===== config.mk =====
export PLATFORM = sky130hd
export DESIGN_NAME = utf8_string_escaper_unit
export DESIGN_NICKNAME = d
export VERILOG_FILES = /design/src/rtl/core/usesc_pkg.sv /design/src/rtl/core/usesc_decoder.sv /design/src/rtl/core/usesc_format.sv /design/src/rtl/core/utf8_string_escaper_unit.sv
export SDC_FILE = /design/constraint.sdc
export NUM_CORES = 1
export LEC_CHECK = 0
export ABC_AREA = 0
export BUFFER_PORTS_ARGS = -buffer_cell sky130_fd_sc_hd__buf_2
export CAP_MARGIN = 10
export CELL_PAD_IN_SITES_DETAIL_PLACEMENT = 2
export CELL_PAD_IN_SITES_GLOBAL_PLACEMENT = 2
export CORE_MARGIN = 2
export CORE_UTILIZATION = 42
export DETAILED_ROUTE_END_ITERATION = 6
export GPL_ROUTABILITY_DRIVEN = 0
export HOLD_SLACK_MARGIN = 0.12
export PLACE_DENSITY = 0.89
export SLEW_MARGIN = 20
export SYNTH_ARGS = -nofsm -noshare
export SYNTH_HDL_FRONTEND = slang
export SYNTH_HIERARCHICAL = 1
export SYNTH_SLANG_ARGS = --single-unit

===== constraint.sdc =====
create_clock -name clock -period 12 [get_ports clock]
set_input_delay 0.6 -clock clock [delete_from_list [all_inputs] [get_ports clock]]
set_output_delay 0.6 -clock clock [all_outputs]
set_load 0.005 [all_outputs]

===== src/rtl/core/usesc_pkg.sv =====
package usesc_pkg;

   // Longest escape of one character: backslash, u, brace, eight digits, brace.
   localparam int RUN_DEPTH = 12;
   localparam int RUN_CNT_W = 4;

   // Escape table selection.
   localparam logic [2:0] MODE_PLAIN  = 3'd0;
   localparam logic [2:0] MODE_SINGLE = 3'd1;
   localparam logic [2:0] MODE_DOUBLE = 3'd2;
   localparam logic [2:0] MODE_BACK   = 3'd3;
   localparam logic [2:0] MODE_URL    = 3'd4;

   // Characters used by the escape forms.
   localparam logic [7:0] CH_BSLASH  = 8'h5c;
   localparam logic [7:0] CH_PERCENT = 8'h25;
   localparam logic [7:0] CH_LOW_X   = 8'h78;
   localparam logic [7:0] CH_LOW_U   = 8'h75;
   localparam logic [7:0] CH_LBRACE  = 8'h7b;
   localparam logic [7:0] CH_RBRACE  = 8'h7d;
   localparam logic [7:0] CH_ZERO    = 8'h30;
   localparam logic [7:0] CH_SQUOTE  = 8'h27;
   localparam logic [7:0] CH_DQUOTE  = 8'h22;
   localparam logic [7:0] CH_BQUOTE  = 8'h60;
   localparam logic [7:0] CH_DOLLAR  = 8'h24;
   localparam logic [7:0] CH_ESC     = 8'h1b;
   localparam logic [7:0] CH_DEL     = 8'h7f;

   typedef logic [7:0] char_type;
   typedef char_type [RUN_DEPTH-1:0] run_chars_type;

   // One decoded character, or a mark, handed from the decoder to the formatter.
   typedef struct packed {
      logic        emit;
      logic        multi;
      logic        err;
      logic        str_last;
      logic [30:0] code;
   } dec_result_type;

   function automatic char_type hex_lo(input logic [3:0] nib);
      char_type ch;
      if (nib < 4'd10) begin
         ch = 8'h30 + {4'd0, nib};
      end else begin
         ch = 8'h57 + {4'd0, nib};
      end
      return ch;
   endfunction

   function automatic char_type hex_up(input logic [3:0] nib);
      char_type ch;
      if (nib < 4'd10) begin
         ch = 8'h30 + {4'd0, nib};
      end else begin
         ch = 8'h37 + {4'd0, nib};
      end
      return ch;
   endfunction

endpackage


===== src/rtl/core/usesc_decoder.sv =====
module usesc_decoder (
   input  logic                     clock,
   input  logic                     reset,
   input  logic                     advance,
   input  logic [7:0]               in_byte,
   input  logic                     last,
   output usesc_pkg::dec_result_type result
);

   logic [30:0] pc_ff, pc_in;
   logic [2:0]  pend_ff, pend_in;
   logic [2:0]  seq_ff, seq_in;
   logic        halted_ff, halted_in;

   logic [2:0]  lead_len;
   logic [7:0]  lead_mask;
   logic [30:0] pc_next;
   logic [30:0] min_code;
   usesc_pkg::dec_result_type res;

   // Continuation byte count from the lead byte; zero marks an invalid lead.
   always_comb begin
      priority if (in_byte[7:5] == 3'b110) begin
         lead_len = 3'd1;
      end else if (in_byte[7:4] == 4'b1110) begin
         lead_len = 3'd2;
      end else if (in_byte[7:3] == 5'b11110) begin
         lead_len = 3'd3;
      end else if (in_byte[7:2] == 6'b111110) begin
         lead_len = 3'd4;
      end else if (in_byte[7:1] == 7'b1111110) begin
         lead_len = 3'd5;
      end else begin
         lead_len = 3'd0;
      end
   end

   // Payload bits of the lead byte.
   always_comb begin
      unique case (lead_len)
         3'd1:    lead_mask = 8'h1f;
         3'd2:    lead_mask = 8'h0f;
         3'd3:    lead_mask = 8'h07;
         3'd4:    lead_mask = 8'h03;
         3'd5:    lead_mask = 8'h01;
         default: lead_mask = 8'h00;
      endcase
   end

   // Smallest code that a sequence of this length may carry.
   always_comb begin
      unique case (seq_ff)
         3'd1:    min_code = 31'h80;
         3'd2:    min_code = 31'h800;
         3'd3:    min_code = 31'h10000;
         3'd4:    min_code = 31'h200000;
         3'd5:    min_code = 31'h4000000;
         default: min_code = 31'h0;
      endcase
   end

   assign pc_next = {pc_ff[24:0], in_byte[5:0]};

   // Decode one byte against the pending sequence.
   always_comb begin
      pc_in        = pc_ff;
      pend_in      = pend_ff;
      seq_in       = seq_ff;
      halted_in    = halted_ff;
      res          = '0;
      res.str_last = last;
      res.code     = {23'd0, in_byte};
      if (halted_ff) begin
         res.err = last;
      end else if (pend_ff == 3'd0) begin
         if (!in_byte[7]) begin
            res.emit = 1'b1;
         end else if (lead_len == 3'd0 || last) begin
            res.err = 1'b1;
         end else begin
            pc_in   = {23'd0, in_byte & lead_mask};
            pend_in = lead_len;
            seq_in  = lead_len;
         end
      end else if (in_byte[7:6] != 2'b10) begin
         res.err = 1'b1;
      end else begin
         pc_in   = pc_next;
         pend_in = pend_ff - 3'd1;
         if (pend_ff == 3'd1) begin
            if (pc_next < min_code) begin
               res.err = 1'b1;
            end else begin
               res.emit  = 1'b1;
               res.multi = 1'b1;
               res.code  = pc_next;
            end
         end else if (last) begin
            res.err = 1'b1;
         end
      end
      if (res.err) begin
         halted_in = 1'b1;
         pend_in   = 3'd0;
      end
      if (last) begin
         pc_in     = '0;
         pend_in   = 3'd0;
         seq_in    = 3'd0;
         halted_in = 1'b0;
      end
   end

   always_ff @(posedge clock) begin
      if (reset) begin
         pc_ff     <= '0;
         pend_ff   <= 3'd0;
         seq_ff    <= 3'd0;
         halted_ff <= 1'b0;
      end else if (advance) begin
         pc_ff     <= pc_in;
         pend_ff   <= pend_in;
         seq_ff    <= seq_in;
         halted_ff <= halted_in;
      end
   end

   assign result = res;

endmodule


===== src/rtl/core/usesc_format.sv =====
module usesc_format (
   input  usesc_pkg::dec_result_type             dec,
   input  logic [2:0]                            mode,
   output usesc_pkg::run_chars_type              chars,
   output logic [usesc_pkg::RUN_CNT_W-1:0]       count
);

   typedef enum logic [2:0] {
      ESC_RAW    = 3'd0,
      ESC_LETTER = 3'd1,
      ESC_PCT    = 3'd2,
      ESC_X      = 3'd3,
      ESC_U      = 3'd4
   } esc_kind_type;

   esc_kind_type         kind;
   usesc_pkg::char_type  letter;
   usesc_pkg::char_type  c;
   logic [2:0]           m;
   logic [3:0]           digits;
   logic [3:0]           brace_idx;

   function automatic logic [3:0] nibble(input logic [30:0] v, input logic [2:0] k);
      logic [31:0] shifted;
      shifted = {1'b0, v} >> {k, 2'b00};
      return shifted[3:0];
   endfunction

   function automatic usesc_pkg::char_type ctl_letter(input logic [2:0] idx);
      usesc_pkg::char_type ch;
      unique case (idx)
         3'd0:    ch = 8'h62;
         3'd1:    ch = 8'h74;
         3'd2:    ch = 8'h6e;
         3'd3:    ch = 8'h76;
         3'd4:    ch = 8'h66;
         3'd5:    ch = 8'h72;
         default: ch = 8'h00;
      endcase
      return ch;
   endfunction

   assign c = dec.code[7:0];
   assign m = (mode > usesc_pkg::MODE_URL) ? usesc_pkg::MODE_PLAIN : mode;

   // Escape class of a one-byte character under the selected table.
   always_comb begin
      kind   = ESC_RAW;
      letter = c;
      if (m == usesc_pkg::MODE_URL) begin
         if (c < 8'h20 || c == usesc_pkg::CH_DEL) begin
            kind = ESC_PCT;
         end else if (c == usesc_pkg::CH_BSLASH) begin
            kind = ESC_LETTER;
         end
      end else if (c < 8'h20) begin
         if (c >= 8'h08 && c <= 8'h0d) begin
            if (!(m == usesc_pkg::MODE_BACK && (c == 8'h0a || c == 8'h0d))) begin
               kind   = ESC_LETTER;
               letter = ctl_letter(c[2:0]);
            end
         end else begin
            kind = ESC_X;
         end
      end else if (c == usesc_pkg::CH_BSLASH) begin
         kind = ESC_LETTER;
      end else if (c == usesc_pkg::CH_DEL) begin
         kind = (m == usesc_pkg::MODE_PLAIN) ? ESC_X : ESC_U;
      end else if ((m == usesc_pkg::MODE_SINGLE && c == usesc_pkg::CH_SQUOTE) ||
                   (m == usesc_pkg::MODE_DOUBLE && c == usesc_pkg::CH_DQUOTE) ||
                   (m == usesc_pkg::MODE_BACK &&
                    (c == usesc_pkg::CH_BQUOTE || c == usesc_pkg::CH_DOLLAR))) begin
         kind = ESC_LETTER;
      end
   end

   // Number of hex digits of a code above sixteen bits.
   always_comb begin
      priority if (dec.code[30:28] != 3'd0) begin
         digits = 4'd8;
      end else if (dec.code[27:24] != 4'd0) begin
         digits = 4'd7;
      end else if (dec.code[23:20] != 4'd0) begin
         digits = 4'd6;
      end else begin
         digits = 4'd5;
      end
   end

   assign brace_idx = 4'd3 + digits;

   // Build the run of characters for this byte.
   always_comb begin
      chars = '0;
      count = '0;
      if (dec.emit && !dec.multi) begin
         unique case (kind)
            ESC_PCT: begin
               chars[0] = usesc_pkg::CH_PERCENT;
               chars[1] = usesc_pkg::hex_up(c[7:4]);
               chars[2] = usesc_pkg::hex_up(c[3:0]);
               count    = 4'd3;
            end
            ESC_U: begin
               chars[0] = usesc_pkg::CH_BSLASH;
               chars[1] = usesc_pkg::CH_LOW_U;
               chars[2] = usesc_pkg::CH_ZERO;
               chars[3] = usesc_pkg::CH_ZERO;
               chars[4] = usesc_pkg::hex_lo(c[7:4]);
               chars[5] = usesc_pkg::hex_lo(c[3:0]);
               count    = 4'd6;
            end
            ESC_X: begin
               chars[0] = usesc_pkg::CH_BSLASH;
               chars[1] = usesc_pkg::CH_LOW_X;
               chars[2] = usesc_pkg::hex_lo(c[7:4]);
               chars[3] = usesc_pkg::hex_lo(c[3:0]);
               count    = 4'd4;
            end
            ESC_LETTER: begin
               chars[0] = usesc_pkg::CH_BSLASH;
               chars[1] = letter;
               count    = 4'd2;
            end
            default: begin
               chars[0] = c;
               count    = 4'd1;
            end
         endcase
      end else if (dec.emit) begin
         chars[0] = usesc_pkg::CH_BSLASH;
         if (dec.code[30:8] == 23'd0) begin
            chars[1] = usesc_pkg::CH_LOW_X;
            chars[2] = usesc_pkg::hex_lo(dec.code[7:4]);
            chars[3] = usesc_pkg::hex_lo(dec.code[3:0]);
            count    = 4'd4;
         end else if (dec.code[30:16] == 15'd0) begin
            chars[1] = usesc_pkg::CH_LOW_U;
            chars[2] = usesc_pkg::hex_lo(dec.code[15:12]);
            chars[3] = usesc_pkg::hex_lo(dec.code[11:8]);
            chars[4] = usesc_pkg::hex_lo(dec.code[7:4]);
            chars[5] = usesc_pkg::hex_lo(dec.code[3:0]);
            count    = 4'd6;
         end else begin
            chars[1] = usesc_pkg::CH_LOW_U;
            chars[2] = usesc_pkg::CH_LBRACE;
            for (int j = 0; j < 8; j++) begin
               if (j < int'(digits)) begin
                  chars[3 + j] = usesc_pkg::hex_up(nibble(dec.code, 3'(int'(digits) - 1 - j)));
               end
            end
            chars[brace_idx] = usesc_pkg::CH_RBRACE;
            count            = brace_idx + 4'd1;
         end
      end else if (dec.err || dec.str_last) begin
         // Bare error or end mark.
         count = 4'd1;
      end
   end

endmodule


===== src/rtl/core/utf8_string_escaper_unit.sv =====
// Channel   Direction  Ports                                   Moves
// req       in         req_valid/req_ready, req_in_byte,       one string byte per word
//                      req_last_byte
// rsp       out        rsp_valid/rsp_ready, rsp_out_char, ...  one escaped character or mark
// csr       in         csr_valid/csr_ready, csr_quote_mode     escape table select
//
// A byte is registered at acceptance and decoded and escaped into the run buffer once the
// buffer is free, where its first result word appears on rsp. A byte that yields several
// result words holds the run buffer until its last word is taken, so bytes follow back to
// back while each yields at most one word and rsp does not stall; bytes that yield no word
// do not hold the run buffer. Reset clears the decoder state, the quote mode and both valid
// flags. A stall on rsp holds the run buffer and backs up into the input.
module utf8_string_escaper_unit (
   input  logic       clock,
   input  logic       reset,

   input  logic       req_valid,
   output logic       req_ready,
   input  logic [7:0] req_in_byte,
   input  logic       req_last_byte,

   output logic       rsp_valid,
   input  logic       rsp_ready,
   output logic [7:0] rsp_out_char,
   output logic       rsp_char_valid,
   output logic       rsp_run_last,
   output logic       rsp_string_end,
   output logic       rsp_decode_error,

   input  logic       csr_valid,
   output logic       csr_ready,
   input  logic [2:0] csr_quote_mode
);

   logic [2:0]  mode_ff;

   logic        in_valid_ff, in_valid_in;
   logic [7:0]  in_byte_ff;
   logic        in_last_ff;

   usesc_pkg::run_chars_type              chars_ff, chars_in, fmt_chars;
   logic [usesc_pkg::RUN_CNT_W-1:0]       cnt_ff, cnt_in, fmt_count;
   logic                                  run_chars_ff, run_err_ff, run_end_ff;

   logic run_free;
   logic consume;
   logic req_take;
   logic rsp_take;

   usesc_pkg::dec_result_type dec;

   // Configuration register, always writable.
   assign csr_ready = 1'b1;

   always_ff @(posedge clock) begin
      if (reset) begin
         mode_ff <= usesc_pkg::MODE_PLAIN;
      end else if (csr_valid) begin
         mode_ff <= csr_quote_mode;
      end
   end

   // Handshake control between the input register and the run buffer.
   assign rsp_valid = (cnt_ff != '0);
   assign rsp_take  = rsp_valid && rsp_ready;
   assign run_free  = (cnt_ff == '0) || (cnt_ff == 4'd1 && rsp_ready);
   assign consume   = in_valid_ff && run_free;
   assign req_ready = !in_valid_ff || run_free;
   assign req_take  = req_valid && req_ready;

   always_comb begin
      in_valid_in = in_valid_ff;
      if (req_take) begin
         in_valid_in = 1'b1;
      end else if (consume) begin
         in_valid_in = 1'b0;
      end
   end

   always_ff @(posedge clock) begin
      if (reset) begin
         in_valid_ff <= 1'b0;
      end else begin
         in_valid_ff <= in_valid_in;
      end
   end

   always_ff @(posedge clock) begin
      if (req_take) begin
         in_byte_ff <= req_in_byte;
         in_last_ff <= req_last_byte;
      end
   end

   usesc_decoder u_decoder (
      .clock   (clock),
      .reset   (reset),
      .advance (consume),
      .in_byte (in_byte_ff),
      .last    (in_last_ff),
      .result  (dec)
   );

   usesc_format u_format (
      .dec   (dec),
      .mode  (mode_ff),
      .chars (fmt_chars),
      .count (fmt_count)
   );

   // Run buffer: load a new run, or shift one word out per accepted result.
   always_comb begin
      chars_in = chars_ff;
      cnt_in   = cnt_ff;
      if (consume) begin
         chars_in = fmt_chars;
         cnt_in   = fmt_count;
      end else if (rsp_take) begin
         for (int i = 0; i < usesc_pkg::RUN_DEPTH - 1; i++) begin
            chars_in[i] = chars_ff[i + 1];
         end
         chars_in[usesc_pkg::RUN_DEPTH - 1] = '0;
         cnt_in = cnt_ff - 4'd1;
      end
   end

   always_ff @(posedge clock) begin
      if (reset) begin
         cnt_ff <= '0;
      end else begin
         cnt_ff <= cnt_in;
      end
   end

   always_ff @(posedge clock) begin
      chars_ff <= chars_in;
      if (consume) begin
         run_chars_ff <= dec.emit;
         run_err_ff   <= dec.err;
         run_end_ff   <= dec.str_last;
      end
   end

   // Result word from the head of the run buffer.
   assign rsp_out_char     = chars_ff[0];
   assign rsp_char_valid   = run_chars_ff;
   assign rsp_decode_error = run_err_ff;
   assign rsp_run_last     = (cnt_ff == 4'd1);
   assign rsp_string_end   = run_end_ff && (cnt_ff == 4'd1);

endmodule


==> flow_summary.json, run 1 <==
{
  "status": "finished clean",
  "cp_slowest_cell": "nor3_4",
  "grt.overflow.total": 0,
  "grt_max_degree": 76,
  "rr_startpoint": "u_decoder/seq_ff[1]$_SDFFE_PP0P_",
  "vias_per_cell": 6.52,
  "relSlewSlack_pct": 27.0,
  "layout_min_cycle_time_ns": 7.61,
  "synth_warnings": 6,
  "synth.avg_cell_area_um2": 8.16,
  "rsz0062_at_grt": "false",
  "post_cts_buffers": 0,
  "synth_edf_count": 108,
  "die_area_mm2": 0.0279,
  "drc": 0,
  "path_cells": "or3b_2 -> ha_1 -> or4_1 -> nor3_2 -> o211ai_1 -> and4_1 -> buf_4 -> and2_1 -> nor3_4 -> buf_4 -> o21ai_4 -> inv_2 -> ha_1 -> a31oi_2 -> a21oi_1 -> mux2i_1 -> a221oi_1 -> ha_1 -> a21oi_1 -> and2_1 -> nand2_1 -> nand2_1",
  "dieHeight_um": 167,
  "tns_ns": 0,
  "path_max_fanout": 42,
  "ys.flop_type": "edfxtp_1",
  "ys_seq_area_share_pct": 36.3,
  "post-route-util_pct": 45.5,
  "finalSetupViolCount": 0,
  "crit_family": "simple AND/OR/NAND/NOR gates",
  "numCtsBuffers": 17,
  "ios": 32,
  "portBuffers": 30,
  "startpoint": "u_decoder/seq_ff[1]$_SDFFE_PP0P_",
  "cp_num_cells": 22,
  "grt_util_all_layers_pct": 31.5,
  "mostFrequentLayoutCells": "354 x nand2_1, 108 x edfxtp_1, 97 x a21oi_1, 92 x nor2_1",
  "syn_inst": 1366,
  "clkTransAtPathRegs_ns": 0.08,
  "cts_tree": "built",
  "firstDrtPassIters": 5,
  "syn_area_mm2": 0.0111,
  "grt_pass1_wl_mm": 68.6,
  "critPathLaunchType": "flip-flop",
  "endpoint_kind": "flip-flop",
  "post_cts_resize_count": 0,
  "antennaDiodeCount": 0,
  "async_flop_share_pct": 0,
  "worst_path_most_repeated_cell": "ha_1",
  "dp_hpwl_mm": 28.9,
  "power_leakage_nw": 4.66,
  "critPathRequiredTime_ns": 12.19,
  "path_buf_inv": 3,
  "wl_per_cell_um": 26.3,
  "fmax_mhz": 131,
  "clk_latency_ns": 0.46,
  "finalHoldViolCount": 0,
  "ys_seq_elements": 148,
  "worstReg2RegEnd": "chars_ff[54]$_DFFE_PP_",
  "cp_data_arrival_time_ns": 7.79,
  "clkSinkCount": 148,
  "final_common_cell": "nand2_1",
  "hp-class": "in -> reg",
  "placed_area_mm2": 0.0113,
  "crit_end": "chars_ff[54]$_DFFE_PP_",
  "period_share_pct": 63.4,
  "r2r_cells": 22,
  "drtIter0Drc": 893,
  "drive_above_1_share_pct": 9.09,
  "drt-total-wl_mm": 44.1,
  "die_w_um": 167,
  "fillers": 2947,
  "fp-row-count": 59,
  "cts_hold_buffers": 0,
  "path_class": "reg -> reg",
  "reg2reg_slack_ns": 4.39,
  "grt_pass1_vias": 11700,
  "fp.coreArea_mm2": 0.0261,
  "synth_cell_types": 94,
  "worst_pin_slew_ns": 1.09,
  "antenna_found_initial": 0,
  "antenna_left": 0,
  "design_area_mm2": 0.0119,
  "cts_root_buf": "clkbuf_16",
  "initial_utilization_pct": 42.8,
  "syn_to_final_growth_pct": 6.40,
  "cp_slowest_stage_delay_ns": 0.76,
  "h-tree-depth": 4,
  "maxCapViolCount": 0,
  "finClkSkew_ns": 0.0171,
  "num_vias": 10900,
  "power_density_mw_per_mm2": 183,
  "cts_buffer_depth": 2,
  "ir_drop_mv": 0.264,
  "fin_nets": 1384,
  "slew_violations": 0
}
## how the worst min path moves through the flow
stage                                      start                                end  slack [ns]  cells after the start
2_1_floorplan    u_decoder/pc_ff[2]$_SDFFE_PP0P_    u_decoder/pc_ff[2]$_SDFFE_PP0P_        0.45                      2
3_3_place_gp     u_decoder/pc_ff[0]$_SDFFE_PP0P_    u_decoder/pc_ff[0]$_SDFFE_PP0P_        0.47                      2
3_5_place_dp   u_decoder/pend_ff[1]$_SDFFE_PP0P_  u_decoder/pend_ff[1]$_SDFFE_PP0P_        0.49                      2
4_1_cts                            req_last_byte               in_last_ff$_DFFE_PP_        0.30                      1
5_1_grt                            req_last_byte               in_last_ff$_DFFE_PP_        0.30                      1
6_report                           req_last_byte               in_last_ff$_DFFE_PP_        0.32                      1
## synth_stat cells (10+ instances only)
cell type,n,area (um^2)
o211ai_1,11,82.6
buf_4,33,248
ha_1,38,475
nand2_1,354,1330
a21oi_1,97,485
o22ai_1,12,75.1
mux2i_1,43,430
buf_2,19,95.1
nand2b_1,18,113
inv_1,33,124
or3_1,13,81.3
a21o_1,10,75.1
nor2_1,92,345
edfxtp_1,108,3240
nor3_1,26,130
and2_1,40,250
a22oi_1,28,210
nor2b_1,11,68.8
nand3_1,32,160
dfxtp_1,40,801
a31oi_1,10,62.6
o21ai_0,43,215
clkbuf_1,49,184
## flip-flops by register name, indices dropped and copies added (netlist names)
register	flops
rsp_out_char	8
in_last_ff	1
run_end_ff	1
in_valid_ff	1
u_decoder/pc_ff	25
rsp_char_valid	1
mode_ff	3
cnt_ff	4
rsp_decode_error	1
chars_ff	88
u_decoder/pend_ff	3
in_byte_ff	8
u_decoder/seq_ff	3
u_decoder/halted_ff	1
## metrics by stage
stage	instances	hold WS [ns]	setup WS, ns	power [mW]
floorplan	1377	0.449	5.78	1.40
global placement	1645	0.470	5.24	1.57
detailed placement	1645	0.493	4.86	1.63
CTS	1677	0.304	4.55	2.19
global route	1677	0.300	4.09	2.30
finish	1677	0.323	4.39	2.17
## power by group
group	total (mW)	switching, mW	leakage (nW)	internal (mW)
clock	0.544	0.271	0.269	0.273
combinational	0.701	0.505	3.01	0.196
sequential	0.924	0.0788	1.38	0.845
## area by class of cell
| type | count | area [um^2] | area share, % |
|---|---|---|---|
| Inverter | 37 | 143 | 1.20 |
| Clock inverter | 15 | 138 | 1.16 |
| Multi-Input combinational cell | 1079 | 6420 | 54.1 |
| Timing Repair Buffer | 46 | 270 | 2.28 |
| Tap cell | 335 | 419 | 3.53 |
| Sequential cell | 148 | 4040 | 34.1 |
| Clock buffer | 17 | 425 | 3.59 |
## worst register-to-register path: cells and delay by family (launching register included)
family / cells / cell delay (ns)
flops: 1 / 0.40
compound gates: 6 / 1.71
buf+inv: 3 / 1.17
fa+ha+maj: 3 / 1.06
mux: 1 / 0.21
simple gates: 9 / 2.79
## cells by family after synthesis
family          Yosys count  synth area share, %
buf+inv                 150                 6.66
xor+xnor                 12                 1.35
fa+ha+maj                39                 4.36
compound gates          304                 18.1
other cells               2               0.0674
simple gates            653                 27.3
mux                      58                 5.98
flops                   148                 36.3
## routing by layer
layer	vias up	part of all wire (%)	global-route usage, %
met5	-	0	0
met3	166	5.0	4.87
met1	5557	41	38.2
met4	0	5.1	17.1
li1	4762	-	-
met2	445	49	53.7
Power figures use the tool's default switching activity.
==> inputs of run 2 (changes only) <==
CORE_UTILIZATION = 36   (was 42)
PLACE_DENSITY = 0.82   (was 0.89)
clock period = 6.15 ns   (was 12 ns; I/O delays follow)
==> run 2 against run 1 <==
Effect of this change:
- clock power increased by 100%
- non-clock buffer count increased by 49
- global-route usage decreased by 5.4 points
- final area increased by 5.5%
- largest cell class unchanged
- utilization decreased by 4.5 points
- flip-flop and latch count unchanged
- final cell count increased by 6.6%
- sequential power increased by 96%
- register-to-register slack got worse by 4.3 ns
- worst hold slack got worse by 0.14 ns
==> flow_summary.json, run 2 (synthesized netlist as in run 1, its figures left out) <==
{
  "antenna_found_initial": 0,
  "drive_above_1_share_pct": 12.7,
  "grt_pass1_wl_mm": 66.3,
  "cts_root_buf": "clkbuf_16",
  "fmax_mhz": 166,
  "maxCapViolCount": 0,
  "power_leakage_nw": 4.91,
  "wl_per_cell_um": 24.2,
  "grt.overflow.total": 0,
  "cts_buffer_depth": 2,
  "path_max_fanout": 22,
  "path_class": "reg -> reg",
  "h-tree-depth": 4,
  "dp_hpwl_mm": 29.2,
  "num_vias": 10700,
  "clkSinkCount": 148,
  "portBuffers": 30,
  "critPathLaunchType": "flip-flop",
  "vias_per_cell": 5.97,
  "worstHoldPathCells": 3,
  "dp.cells": 1734,
  "worstReg2RegEnd": "chars_ff[34]$_DFFE_PP_",
  "status": "finished clean",
  "period_share_pct": 98.2,
  "hp-class": "in -> reg",
  "top_regs": "chars_ff x88, u_decoder/pc_ff x25",
  "endpoint_kind": "flip-flop",
  "cp_data_arrival_time_ns": 6.35,
  "firstDrtPassIters": 5,
  "final_cell_count_no_fill": 1787,
  "final_common_cell": "nand2_1",
  "syn_to_final_growth_pct": 12.2,
  "ios": 32,
  "grt_max_degree": 91,
  "die_w_um": 180,
  "numCtsBuffers": 17,
  "reg2reg_slack_ns": 0.11,
  "fp.coreArea_mm2": 0.0305,
  "layout_min_cycle_time_ns": 6.04,
  "relSlewSlack_pct": 26.0,
  "holdPathEnd": "mode_ff[2]$_SDFFE_PP0P_",
  "dieHeight_um": 180,
  "ir_drop_mv": 0.194,
  "rr_startpoint": "u_decoder/seq_ff[1]$_SDFFE_PP0P_",
  "slew_violations": 0,
  "drt-total-wl_mm": 43.2,
  "antennaDiodeCount": 0,
  "fp-row-count": 64,
  "antenna_left": 0,
  "mostFrequentLayoutCells": "354 x nand2_1, 108 x edfxtp_1, 96 x a21oi_1, 92 x nor2_1, 51 x buf_4",
  "finalSetupViolCount": 0,
  "tns_ns": 0,
  "die_area_mm2": 0.0324,
  "initial_utilization_pct": 36.5,
  "cts_tree": "built",
  "largest_reg_flops": 88,
  "max_flop_register": "chars_ff",
  "grt_pass1_vias": 11600,
  "drtIter0Drc": 633,
  "finClkSkew_ns": 0.0145,
  "hp-start": "csr_valid",
  "worst_pin_slew_ns": 1.11,
  "clkTransAtPathRegs_ns": 0.07,
  "grt_util_all_layers_pct": 26.1,
  "r2r_cells": 21,
  "drc": 0,
  "clk_latency_ns": 0.46,
  "finalHoldViolCount": 0,
  "fin_nets": 1433,
  "power_density_mw_per_mm2": 342,
  "critPathRequiredTime_ns": 6.46
}
-- run 2: stage by stage --
| step | hold slack [ns] | util, % | area [um^2] | setup slack, ns | total power [mW] |
|---|---|---|---|---|---|
| floorplan | 0.406 | - | 11200 | 0.00102 | 2.74 |
| detailed placement | 0.483 | 38.0 | 11600 | 0.103 | 3.17 |
| finish | 0.182 | 41.0 | 12500 | 0.110 | 4.28 |
| global route | 0.213 | 41.0 | 12500 | -0.0357 | 4.54 |
| global placement | 0.471 | 38.0 | 11600 | 0.426 | 3.07 |
| CTS | 0.151 | 40.5 | 12400 | 0.00321 | 4.31 |
-- run 2: critical path: stages, from the launching register on --
cell and delay [ns]:
dfxtp_1 0.39, or3b_2 0.47, ha_1 0.22, or4_4 0.46, nor3_4 0.26, o211ai_1 0.17, and4_2 0.29, and2_1 0.21
or4_4 0.54, buf_4 0.20, o21ai_4 0.19, inv_2 0.08, buf_4 0.25, ha_2 0.29, xnor2_4 0.31, mux2_2 0.45
ha_1 0.23, nor2b_1 0.13, mux2_1 0.33, o221ai_1 0.19, nand2_1 0.08, nand2_1 0.12
-- run 2: per-layer routing --
layer	share of wire (%)	GRT usage [%]	wire length, um
met5	0	0	0
met4	4.3	13.2	1880
met3	4.8	4.19	2080
met2	50	45.3	21500
met1	41	31.2	17700
-- run 2: area by class of cell --
type / count / area (um^2)
clock buffer: 19 / 433
inverter: 37 / 145
sequential: 148 / 4040
tap: 396 / 495
fill: 3412 / 18000
multi-input combinational: 1079 / 6560
clock inverter: 13 / 160
timing repair buffer: 95 / 674
-- run 2: repair_timing --
item	4_1_cts	5_1_grt
resized for setup	7	22
endpoints found under the hold margin	13	0
buffers inserted	1	7
setup endpoints to repair	16	43
pin swaps	1	5
hold buffers	13	0
-- run 2: report_power, final --
group / internal (mW) / switching [mW]
Sequential: 1.65 / 0.160
Combinational: 0.393 / 0.981
Clock: 0.636 / 0.464
Total: 2.68 / 1.60
-- run 2: worst max path at each step --
stage / from / to / depth (start not counted)
floorplan: u_decoder/seq_ff[1]$_SDFFE_PP0P_ / chars_ff[34]$_DFFE_PP_ / 24
global placement: u_decoder/seq_ff[1]$_SDFFE_PP0P_ / chars_ff[26]$_DFFE_PP_ / 19
detailed placement: u_decoder/seq_ff[1]$_SDFFE_PP0P_ / chars_ff[46]$_DFFE_PP_ / 22
CTS: u_decoder/seq_ff[1]$_SDFFE_PP0P_ / chars_ff[46]$_DFFE_PP_ / 23
global route: u_decoder/seq_ff[1]$_SDFFE_PP0P_ / chars_ff[34]$_DFFE_PP_ / 21
finish: u_decoder/seq_ff[1]$_SDFFE_PP0P_ / chars_ff[34]$_DFFE_PP_ / 21
==> inputs of run 3 (changes only) <==
CORE_UTILIZATION = 35   (was 36)
PLACE_DENSITY = 0.76   (was 0.82)
SYNTH_HIERARCHICAL = unset   (was 1)
clock period = 5.9 ns   (was 6.15 ns; I/O delays follow)
==> run 3 against run 2 <==
Effect of this change:
- final cell count shrank 12%
- die area is 8.2% lower
- via count fell by 8.5%
==> flow_summary.json, run 3 <==
{
  "path_max_fanout": 15,
  "critPathLaunchType": "flip-flop",
  "vias_per_cell": 6.21,
  "cts_tree": "built",
  "h-tree-depth": 4,
  "finalSetupViolCount": 0,
  "drive_above_1_share_pct": 13.1,
  "synth_commonest_cells": "149 x nand2_1, 116 x a21oi_1, 108 x nor2_1",
  "slew_violations": 0,
  "finalHoldViolCount": 0,
  "fmax_mhz": 182,
  "power_density_mw_per_mm2": 362,
  "post_cts_buffers": 0,
  "maxCapViolCount": 0,
  "hp-class": "in -> reg",
  "initial_utilization_pct": 35.6,
  "synth_top_family_by_area": "compound AO/OA/AOI/OAI gates",
  "path_class": "reg -> reg",
  "numCtsBuffers": 17,
  "synth_compound_area_share_pct": 27.0,
  "fin_nets": 1238,
  "cp_slowest_cell": "xor2_1",
  "synth_simple_gate_area_share_pct": 20.8,
  "syn_area_mm2": 0.00993,
  "portBuffers": 30,
  "layout.area.seq_mm2": 0.00356,
  "largest_reg_flops": 72,
  "hold_ws_ns": 0.125,
  "synth.avg_cell_area_um2": 8.47,
  "layout_min_cycle_time_ns": 5.49,
  "grt_pass1_wl_mm": 62.9,
  "endpoint_kind": "flip-flop",
  "synth_most_common_cell": "nand2_1",
  "max_flop_register": "chars_ff",
  "synth_warnings": 0,
  "worst_path_most_repeated_cell": "ha_1",
  "fp.coreArea_mm2": 0.0279,
  "clkSinkCount": 132,
  "antenna_left": 0,
  "synth_top_cell_area_share_pct": 27.8,
  "cp_slowest_stage_delay_ns": 0.66,
  "antenna_found_initial": 0,
  "grt_pass1_vias": 10200,
  "ir_drop_mv": 0.199,
  "dp_hpwl_mm": 29.2,
  "num_vias": 9759,
  "synthMuxAreaShare_pct": 4.84,
  "drtIter0Drc": 771,
  "synthAdderAreaFrac_pct": 5.29,
  "syn_to_final_growth_pct": 11.9,
  "grt.overflow.total": 0,
  "cts_root_buf": "clkbuf_16",
  "design_area_mm2": 0.0111,
  "reg2reg_slack_ns": 0.41,
  "mostFrequentLayoutCells": "148 x nand2_1, 115 x a21oi_1, 108 x nor2_1, 92 x edfxtp_1, 79 x o21ai_0",
  "final_cell_count_no_fill": 1572,
  "worst_pin_slew_ns": 1.01,
  "multi_input_area_mm2": 0.00589,
  "fp-row-count": 61,
  "fillers": 3122,
  "cts_hold_buffers": 12,
  "placed_area_mm2": 0.0104,
  "cp_data_arrival_time_ns": 5.67,
  "path_cells": "or3b_2 -> ha_1 -> or4_1 -> nor4_1 -> a22o_4 -> a21oi_2 -> inv_2 -> ha_1 -> xor2_1 -> mux4_2 -> o22ai_1 -> nand3_1 -> a221o_1",
  "ys_seq_area_share_pct": 35.9,
  "power_leakage_nw": 3.98,
  "finClkSkew_ns": 0.0127,
  "die_area_mm2": 0.0297,
  "ios": 32,
  "clk_latency_ns": 0.44,
  "die_w_um": 172,
  "post_cts_resize_count": 0,
  "period_share_pct": 93.1,
  "synth_edf_count": 92,
  "clkTransAtPathRegs_ns": 0.06,
  "critPathRequiredTime_ns": 6.08,
  "ys_seq_elements": 132,
  "post-route-util_pct": 39.9,
  "syn_inst": 1172,
  "async_flop_share_pct": 0,
  "synth_cell_types": 100,
  "cts_buffer_depth": 2,
  "final_common_cell": "nand2_1",
  "synthesis.nets": 1231,
  "relSlewSlack_pct": 32.4,
  "firstDrtPassIters": 7,
  "wl_per_cell_um": 26.0,
  "synth_xor_area_share_pct": 1.23,
  "dp.cells": 1526,
  "grt_max_degree": 68,
  "synth.largest_area_cell": "edfxtp_1",
  "rsz0062_at_grt": "false",
  "yosys-top-cells-area": "edfxtp_1 28%, dfxtp_1 8.1%, a21oi_1 5.8%, nand2_1 5.6%, ha_1 5.3%",
  "grt_util_all_layers_pct": 28.3,
  "tns_ns": 0,
  "drc": 0,
  "ys.flop_type": "edfxtp_1",
  "drt-total-wl_mm": 40.9,
  "dieHeight_um": 172,
  "top_regs": "chars_ff x72, u_decoder.pc_ff x25",
  "status": "finished clean"
}
-- run 3: cell types whose count changed after synthesis, moves of 10 or more --
cell,delta
a21oi_1,+19
a22oi_1,-19
and2_1,-29
buf_2,-10
buf_4,-23
clkbuf_1,+14
edfxtp_1,-16
inv_1,-10
mux2i_1,-19
nand2_1,-205
nor2_1,+16
o21ai_0,+36
-- run 3: power by group --
part | total [mW] | internal [mW] | switching, mW | leakage (nW)
registers | 1.67 | 1.51 | 0.156 | 1.22
logic | 1.31 | 0.437 | 0.874 | 2.50
clock network | 1.04 | 0.588 | 0.450 | 0.267
total | 4.02 | 2.54 | 1.48 | 3.98
-- run 3: per-layer routing --
metal | GRT usage [%] | vias up | share of wire [%]
li1 | - | 4402 | -
met5 | 0 | - | 0
met4 | 11.0 | 0 | 3.2
met3 | 3.73 | 94 | 4.9
met1 | 36.7 | 4942 | 44
met2 | 47.6 | 321 | 48
-- run 3: worst paths after layout --
path,depth (start not counted),endpoint,from
worst min register to register,2,u_decoder.pc_ff[22]$_SDFFE_PP0P_,u_decoder.pc_ff[22]$_SDFFE_PP0P_
worst max-delay path,13,chars_ff[36]$_DFFE_PP_,u_decoder.seq_ff[1]$_SDFFE_PP0P_
worst min-delay path,3,in_valid_ff$_SDFFE_PP0P_,req_valid
worst max register to register,13,chars_ff[36]$_DFFE_PP_,u_decoder.seq_ff[1]$_SDFFE_PP0P_
-- run 3: through the flow --
step / setup WS, ns / power (mW)
CTS: 0.448 / 4.04
floorplan: 1.34 / 2.49
global placement: 0.763 / 2.92
global route: 0.0601 / 4.21
finish: 0.409 / 4.02
detailed placement: 0.510 / 2.98
-- run 3: cell type report --
cell class	count	share of cell area, %
inverters	28	0.946
clock buffers	19	3.99
clock inverters	13	1.00
diodes	2	0.0451
well taps	378	4.26
multi-input cells	925	53.0
repair buffers	75	4.66
flip-flops and latches	132	32.1
-- run 3: cells by family (layout without fill, tap and decap cells) --
group                      count (synthesis)  in the layout
xor gates and xnor gates                  14             14
adders and majority gates                 42             42
AOI/OAI and AO/OA                        399            399
and+or+nand+nor                          429            429
buffers and inverters                    115            135
other                                      2              4
DFF                                      132            132
muxes                                     39             39
-- run 3: critical path, delay by kind of cell (launching register included) --
kind                       cells  cell delay [ns]
xor gates and xnor gates       1             0.66
and+or+nand+nor                4             1.59
DFF                            1             0.40
adders and majority gates      2             0.43
buffers and inverters          1             0.22
AOI/OAI and AO/OA              4             1.52
muxes                          1             0.41
